==> config.mk <==
export PLATFORM = sky130hd
export DESIGN_NAME = contrast_stretch_core
export DESIGN_NICKNAME = d
export VERILOG_FILES = /design/src/hw/rtl/cs_pkg.sv /design/src/hw/rtl/cs_dp.sv /design/src/hw/rtl/cs_ctrl.sv /design/src/hw/rtl/contrast_stretch_core.sv
export VERILOG_INCLUDE_DIRS = /design/src /design/src/hw/rtl
export SDC_FILE = /design/constraint.sdc
export NUM_CORES = 1
export LEC_CHECK = 0
export BUFFER_PORTS_ARGS = -buffer_cell sky130_fd_sc_hd__buf_2
export CAP_MARGIN = 20
export CORE_MARGIN = 2
export CORE_UTILIZATION = 50
export CTS_CLUSTER_DIAMETER = 100
export CTS_CLUSTER_SIZE = 8
export DETAILED_ROUTE_END_ITERATION = 6
export PLACE_DENSITY = 0.7
export REMOVE_ABC_BUFFERS = 1
export SYNTH_ARGS = -nofsm -noshare
export SYNTH_HDL_FRONTEND = slang
export SYNTH_SLANG_ARGS = --single-unit
==> constraint.sdc <==
create_clock -name clk -period 2.2 [get_ports clk]
set_input_delay 0.33 -clock clk [delete_from_list [all_inputs] [get_ports clk]]
set_output_delay 0.33 -clock clk [all_outputs]
set_load 0.02 [all_outputs]
==> src/hw/rtl/contrast_stretch_core_macros.svh <==
// contrast_stretch_core_macros.svh
// Assertion helpers shared by the contrast stretch RTL.
`ifndef CONTRAST_STRETCH_CORE_MACROS_SVH
`define CONTRAST_STRETCH_CORE_MACROS_SVH

// Same-cycle implication, disabled during reset.
`define CS_ASSERT_NOW(label, clk, rst_n, ante, cons) \
  label: assert property (@(posedge clk) disable iff (!rst_n) (ante) |-> (cons)) \
    else $error("contrast stretch: same-cycle check failed");

// Next-cycle implication, disabled during reset.
`define CS_ASSERT_NEXT(label, clk, rst_n, ante, cons) \
  label: assert property (@(posedge clk) disable iff (!rst_n) (ante) |=> (cons)) \
    else $error("contrast stretch: next-cycle check failed");

`endif

==> src/hw/rtl/cs_pkg.sv <==
`default_nettype none
// ----------------------------------------------------------------------------
// cs_pkg: contrast stretch types and constants
// Transaction payloads, controller/datapath command and status groups,
// function codes and the fixed constants of the min/max stretch.
// ----------------------------------------------------------------------------
package cs_pkg;

  localparam int          PIX_W      = 8;
  localparam int          DIV_STEPS  = PIX_W;
  localparam int          CNT_W      = $clog2(DIV_STEPS);
  localparam logic [7:0]  FULL_SCALE = 8'd255;
  localparam logic [7:0]  MIN_RESET  = 8'd255;
  localparam logic [7:0]  MAX_RESET  = 8'd0;

  localparam logic FUNC_MEASURE = 1'b0;
  localparam logic FUNC_APPLY   = 1'b1;

  typedef struct packed {
    logic       func;
    logic [7:0] pixel;
    logic       frame_start;
  } cs_in_t;

  typedef struct packed {
    logic [7:0] stretched;
    logic       flat_range;
  } cs_out_t;

  typedef struct packed {
    logic load_measure;
    logic load_apply;
    logic mul;
    logic div_step;
    logic out_load;
  } cs_cmd_t;

  typedef struct packed {
    logic need_div;
  } cs_sts_t;

endpackage
`default_nettype wire

==> src/hw/rtl/cs_dp.sv <==
`default_nettype none
// ----------------------------------------------------------------------------
// cs_dp: contrast stretch datapath
// Min/max tracking, range capture, x255 product and an 8-step restoring
// divider, plus the result register.
// ----------------------------------------------------------------------------
module cs_dp (
  input  wire logic            clk,
  input  wire logic            rst_n,
  input  wire cs_pkg::cs_in_t  in_data,
  input  wire cs_pkg::cs_cmd_t cmd,
  output cs_pkg::cs_sts_t      sts,
  output cs_pkg::cs_out_t      out_data
);

  logic [7:0]  min_r, min_nxt;
  logic [7:0]  max_r, max_nxt;
  logic        flat_r;
  logic        use_div_r;
  logic [7:0]  sat_r;
  logic [7:0]  diff_r;
  logic [7:0]  den_r;
  logic [7:0]  rem_r;
  logic [7:0]  quo_r;
  cs_pkg::cs_out_t out_r;

  logic        flat;
  logic        below;
  logic        above;
  logic [15:0] prod;
  logic [8:0]  trial;
  logic        fits;
  logic [8:0]  trial_sub;

  assign flat  = (max_r <= min_r);
  assign below = (in_data.pixel <= min_r);
  assign above = (in_data.pixel >= max_r);
  assign sts.need_div = !flat && !below && !above;

  // diff * 255 as (diff << 8) - diff
  assign prod      = {diff_r, 8'd0} - {8'd0, diff_r};
  assign trial     = {rem_r, quo_r[7]};
  assign fits      = (trial >= {1'b0, den_r});
  assign trial_sub = trial - {1'b0, den_r};

  always_comb begin
    min_nxt = min_r;
    max_nxt = max_r;
    if (in_data.frame_start) begin
      min_nxt = in_data.pixel;
      max_nxt = in_data.pixel;
    end else begin
      if (in_data.pixel < min_r) min_nxt = in_data.pixel;
      if (in_data.pixel > max_r) max_nxt = in_data.pixel;
    end
  end

  always_ff @(posedge clk) begin
    if (!rst_n) begin
      min_r <= cs_pkg::MIN_RESET;
      max_r <= cs_pkg::MAX_RESET;
    end else if (cmd.load_measure) begin
      min_r <= min_nxt;
      max_r <= max_nxt;
    end
  end

  // capture the range at acceptance; later measures do not disturb it
  always_ff @(posedge clk) begin
    if (cmd.load_apply) begin
      flat_r    <= flat;
      use_div_r <= sts.need_div;
      sat_r     <= (flat || below) ? 8'd0 : cs_pkg::FULL_SCALE;
      diff_r    <= in_data.pixel - min_r;
      den_r     <= max_r - min_r;
    end
    if (cmd.mul) begin
      rem_r <= prod[15:8];
      quo_r <= prod[7:0];
    end else if (cmd.div_step) begin
      rem_r <= fits ? trial_sub[7:0] : trial[7:0];
      quo_r <= {quo_r[6:0], fits};
    end
    if (cmd.out_load) begin
      out_r.stretched  <= use_div_r ? quo_r : sat_r;
      out_r.flat_range <= flat_r;
    end
  end

  assign out_data = out_r;

endmodule
`default_nettype wire

==> src/hw/rtl/cs_ctrl.sv <==
`default_nettype none
// ----------------------------------------------------------------------------
// cs_ctrl: contrast stretch controller
// Sequences accept, multiply, divide steps and result load; owns the
// handshake flags of both channels.
// ----------------------------------------------------------------------------
module cs_ctrl (
  input  wire logic            clk,
  input  wire logic            rst_n,
  input  wire logic            in_valid,
  input  wire logic            in_func,
  input  wire logic            out_stall,
  input  wire cs_pkg::cs_sts_t sts,
  output logic                 in_stall,
  output logic                 out_valid,
  output cs_pkg::cs_cmd_t      cmd
);

  typedef enum logic [3:0] {
    ST_IDLE = 4'b0001,
    ST_MUL  = 4'b0010,
    ST_DIV  = 4'b0100,
    ST_DONE = 4'b1000
  } state_t;

  state_t                   state_r, state_nxt;
  logic [cs_pkg::CNT_W-1:0] cnt_r, cnt_nxt;
  logic                     out_valid_r, out_valid_nxt;
  logic                     accept;
  logic                     div_last;

  assign in_stall = (state_r != ST_IDLE);
  assign accept   = in_valid && !in_stall;
  assign div_last = (cnt_r == cs_pkg::CNT_W'(cs_pkg::DIV_STEPS - 1));

  always_comb begin
    state_nxt        = state_r;
    cnt_nxt          = cnt_r;
    cmd              = '0;
    cmd.load_measure = accept && (in_func == cs_pkg::FUNC_MEASURE);
    cmd.load_apply   = accept && (in_func == cs_pkg::FUNC_APPLY);
    case (state_r)
      ST_IDLE: begin
        if (cmd.load_apply) state_nxt = sts.need_div ? ST_MUL : ST_DONE;
      end
      ST_MUL: begin
        cmd.mul   = 1'b1;
        cnt_nxt   = '0;
        state_nxt = ST_DIV;
      end
      ST_DIV: begin
        cmd.div_step = 1'b1;
        cnt_nxt      = cnt_r + 1'b1;
        if (div_last) state_nxt = ST_DONE;
      end
      ST_DONE: begin
        // hold until the result slot is free or draining
        if (!out_valid_r || !out_stall) begin
          cmd.out_load = 1'b1;
          state_nxt    = ST_IDLE;
        end
      end
      default: state_nxt = ST_IDLE;
    endcase
  end

  always_comb begin
    out_valid_nxt = out_valid_r;
    if (cmd.out_load)    out_valid_nxt = 1'b1;
    else if (!out_stall) out_valid_nxt = 1'b0;
  end

  always_ff @(posedge clk) begin
    if (!rst_n) begin
      state_r     <= ST_IDLE;
      cnt_r       <= '0;
      out_valid_r <= 1'b0;
    end else begin
      state_r     <= state_nxt;
      cnt_r       <= cnt_nxt;
      out_valid_r <= out_valid_nxt;
    end
  end

  assign out_valid = out_valid_r;

endmodule
`default_nettype wire

==> src/hw/rtl/contrast_stretch_core.sv <==
`default_nettype none
// ----------------------------------------------------------------------------
// contrast_stretch_core: min/max linear contrast stretch
// Measure transactions fold pixels into the frame min/max; apply
// transactions return (pixel - min) * 255 / (max - min), saturated.
//
//   channel | direction | handshake           | payload
//   in      | input     | in_valid / in_stall  | cs_in_t  (func, pixel, frame_start)
//   out     | output    | out_valid / out_stall| cs_out_t (stretched, flat_range)
//
// A measure transaction leaves the controller idle. An apply transaction with a
// pixel outside (min, max) or an empty range loads its result directly; others
// pass the multiply and the restoring divider, one quotient bit per cycle.
// Synchronous active-low reset sets min to 255 and max to 0.
// A waiting result holds in the output register; only a second apply result
// finding that register full stalls the controller, and with it in_stall.
// ----------------------------------------------------------------------------
`include "contrast_stretch_core_macros.svh"

module contrast_stretch_core (
  input  wire logic            clk,
  input  wire logic            rst_n,
  input  wire logic            in_valid,
  output logic                 in_stall,
  input  wire cs_pkg::cs_in_t  in_data,
  output logic                 out_valid,
  input  wire logic            out_stall,
  output cs_pkg::cs_out_t      out_data
);

  cs_pkg::cs_cmd_t cmd;
  cs_pkg::cs_sts_t sts;

  cs_ctrl u_ctrl (
    .clk       (clk),
    .rst_n     (rst_n),
    .in_valid  (in_valid),
    .in_func   (in_data.func),
    .out_stall (out_stall),
    .sts       (sts),
    .in_stall  (in_stall),
    .out_valid (out_valid),
    .cmd       (cmd)
  );

  cs_dp u_dp (
    .clk      (clk),
    .rst_n    (rst_n),
    .in_data  (in_data),
    .cmd      (cmd),
    .sts      (sts),
    .out_data (out_data)
  );

  `CS_ASSERT_NOW(a_no_overwrite, clk, rst_n, cmd.out_load, !out_valid || !out_stall)
  `CS_ASSERT_NEXT(a_apply_busy, clk, rst_n,
    in_valid && !in_stall && (in_data.func == cs_pkg::FUNC_APPLY), in_stall)
  `CS_ASSERT_NOW(a_flat_zero, clk, rst_n,
    out_valid && out_data.flat_range, out_data.stretched == 8'd0)

endmodule
`default_nettype wire

==> flow_metrics.tcl <==
set metrics [dict create \
    status "finished clean" \
    hold_buffers 0 \
    ant_nets 0 \
    die_y_um 96.4 \
    clk_pin_slew_ns 0.07 \
    coreArea_um2 8260 \
    synth_cell_types 55 \
    leakagePower_uw 0.00207 \
    p_sw_share_pct 27.1 \
    post-place-ws_ns -0.0765 \
    synthesis.instances 440 \
    net-switching-power_uw 805 \
    holdCritStartpoint "in_data[1]" \
    fmax_ghz 0.460 \
    pwr-share-clk_pct 35.0 \
    end_kind "register" \
    wl_per_cell_um 14.3 \
    synthesis.area_um2 4260 \
    antennaDiodeCount 0 \
    p_int_uw 2160 \
    ys_async_sr_fraction_pct 0 \
    synth.most_common_cell "nand2_1" \
    fin_crit_sh_pct 98.8 \
    io_buffers 24 \
    start_util_pct 51.6 \
    critPathLaunchType "register" \
    critPathMaxFanout 3 \
    synth_edf_count 44 \
    clock_sinks 68 \
    htree_levels 3 \
    hold_path_class "input port to register" \
    path_class "register to register" \
    fin_setup_tns_ns 0 \
    drc 0 \
    area_growth_pct 17.5 \
    setup_violations 0 \
    dr.pass1.iters 4 \
    place.gp.congestion 0.901 \
    holdPathStages 3 \
    post-synth-top-area-fraction_pct 31.0 \
    timing.rr.start "u_dp.rem_r[3]" \
    drive_gt1_share_pct 20.9 \
    synth-main-ff-cell "edfxtp_1" \
    crit_end "u_dp.rem_r[1]" \
    synth_top_cell_by_area "edfxtp_1" \
    numCtsBuffers 9 \
    clk_latency_ns 0.36 \
    r2r_slack_ns 0.03 \
    nets 545 \
    final_area_um2 5010 \
    gr-usage-all-layers_pct 20.4 \
    grt_setup_unrepaired "yes" \
    grt_pass1_vias 3145 \
    grt_max_degree 42 \
    crit_start "u_dp.rem_r[3]" \
    synth_area_leaders "edfxtp_1 31%, dfxtp_1 11%, ha_1 10%, nand2_1 5.0%, mux2i_1 4.7%" \
    finClkSkew_ns 0.0155 \
    crit_required_ns 2.41 \
    cts_buffer_depth 2 \
    relSlewSlack_pct 60.8 \
    die-area_um2 9280 \
    drt-total-wl_mm 8.62 \
    comb_power_share_pct 16.0 \
    place_area_um2 4660 \
    p_per_area_nw_per_um2 592 \
    antenna_found_initial 0 \
    rows 33 \
    grt_pass1_wl_mm 14.4 \
    ys_seq_elements 68 \
    chipWidth_um 96.4 \
    overflow 0 \
    ys_top_cells_by_count "57 x nand2_1, 44 x edfxtp_1, 35 x ha_1, 35 x inv_1, 31 x nor2b_1" \
    syn_avg_cell_area_um2 9.69 \
    yosysSeqAreaShare_pct 42.3 \
    cts_tree "yes" \
    dr.first_iter.drc_count 93 \
    period_needed_ns 2.17 \
    root_buffer "clkbuf_8" \
    irDropWorstVdd_v 0.000363 \
    r2r_end "u_dp.rem_r[1]" \
    r2r_cells 7 \
    yosysWarnings 0 \
    hold_viol 0 \
    filler_cell_count 701 \
    seqPwrFrac_pct 49.0 \
    boundaryPins 25 \
    crit_arrival_ns 2.38 \
    setup_ws_ns 0.0270 \
    dr_total_vias 3281 \
    max_cap_violations 0 \
    post-dp-hpwl_mm 6.71 \
    tightest_slew_ns 0.588 \
    vias_per_cell 5.44 \
    slew_violations 0 \
]
## state kept, by name, indices dropped and copies added, names as in the netlist, 3 cells and up
register	cells
u_ctrl.cnt_r	3
u_ctrl.state_r	4
u_dp.den_r	8
u_dp.diff_r	8
u_dp.max_r	8
u_dp.min_r	8
u_dp.out_data	9
u_dp.quo_r	8
u_dp.rem_r	8
## worst min-delay path by stage
stage	end	slack, ns
4_1_cts	u_dp.max_r[0]	0.22
6_report	u_dp.max_r[0]	0.24
3_5_place_dp	u_dp.out_data[0]	0.47
5_1_grt	u_dp.max_r[3]	0.25
3_3_place_gp	u_dp.out_data[0]	0.45
2_1_floorplan	u_dp.out_data[0]	0.40
## kinds of logic after synthesis
group / count (synthesis) / synth area share [%]
flops: 68 / 42.3
compound gates: 77 / 11.7
fa+ha+maj: 38 / 11.7
buf+inv: 46 / 4.17
mux: 21 / 4.96
simple gates: 170 / 21.1
xor+xnor: 20 / 4.11
## power groups by stage
stage / clock (uW) / sequential, uW / combinational (uW)
after global routing: 1110 / 1460 / 532
after detailed placement: 0 / 1480 / 451
after global placement: 0 / 1480 / 438
final: 1040 / 1450 / 473
after floorplan: 0 / 1470 / 312
after CTS: 1060 / 1450 / 463
## repair_timing
item                                    4_1_cts  5_1_grt
endpoints found under the setup margin        8        9
pin swaps                                     4        5
gates resized for setup                       5       20
buffers inserted                              2        1
## cell usage in the layout (no fill, tap or decap), types with 3 or more instances in the layout
master and n:
a211oi_1 5, a21oi_1 24, a21oi_2 3, a31oi_1 3, and3_1 3, buf_2 24, buf_4 29, clkbuf_8 9
dfxtp_1 24, edfxtp_1 44, ha_1 29, ha_4 6, inv_1 31, inv_2 4, mux2i_1 20, nand2_1 57
nand2b_1 5, nand3b_1 3, nand4_1 4, nor2_1 29, nor2b_1 30, nor3_1 10, nor3b_1 5, o21ai_0 15
o21ai_1 4, xnor2_1 16, xor2_1 4
## area by class of cell
class                      instances  area (um^2)  share of cell area (%)
clock buffer                       9          124                    2.47
inverter                          35          131                    2.62
sequential                        68         1800                    36.0
clock inverter                     7         73.8                    1.47
multi-input combinational        326         2410                    48.1
timing repair buffer              53          338                    6.74
tap                              105          131                    2.62
## stage by stage
| stage | power, uW | util (%) | hold WS (ns) | cells |
|---|---|---|---|---|
| after floorplan | 1780 | - | 0.400 | 429 |
| after CTS | 2970 | 59.6 | 0.225 | 602 |
| after global routing | 3100 | 60.7 | 0.253 | 603 |
| after global placement | 1920 | 56.5 | 0.445 | 584 |
| after detailed placement | 1930 | 56.5 | 0.467 | 584 |
| final | 2960 | 60.7 | 0.235 | 603 |
## layer usage
| metal | global-route usage, % | part of all wire, % |
|---|---|---|
| met3 | 3.76 | 2.9 |
| met5 | 0 | 0 |
| met1 | 25.2 | 46 |
| met2 | 35.2 | 50 |
| met4 | 7.63 | 1.6 |
## critical path, cell delays in order, from the launching register on
cell,delay (ns)
edfxtp_1,0.43
ha_4,0.24
and4_4,0.19
and2_1,0.17
a221oi_2,0.31
buf_4,0.19
mux2_2,0.36
a21oi_2,0.14
Power figures use the tool's default switching activity.
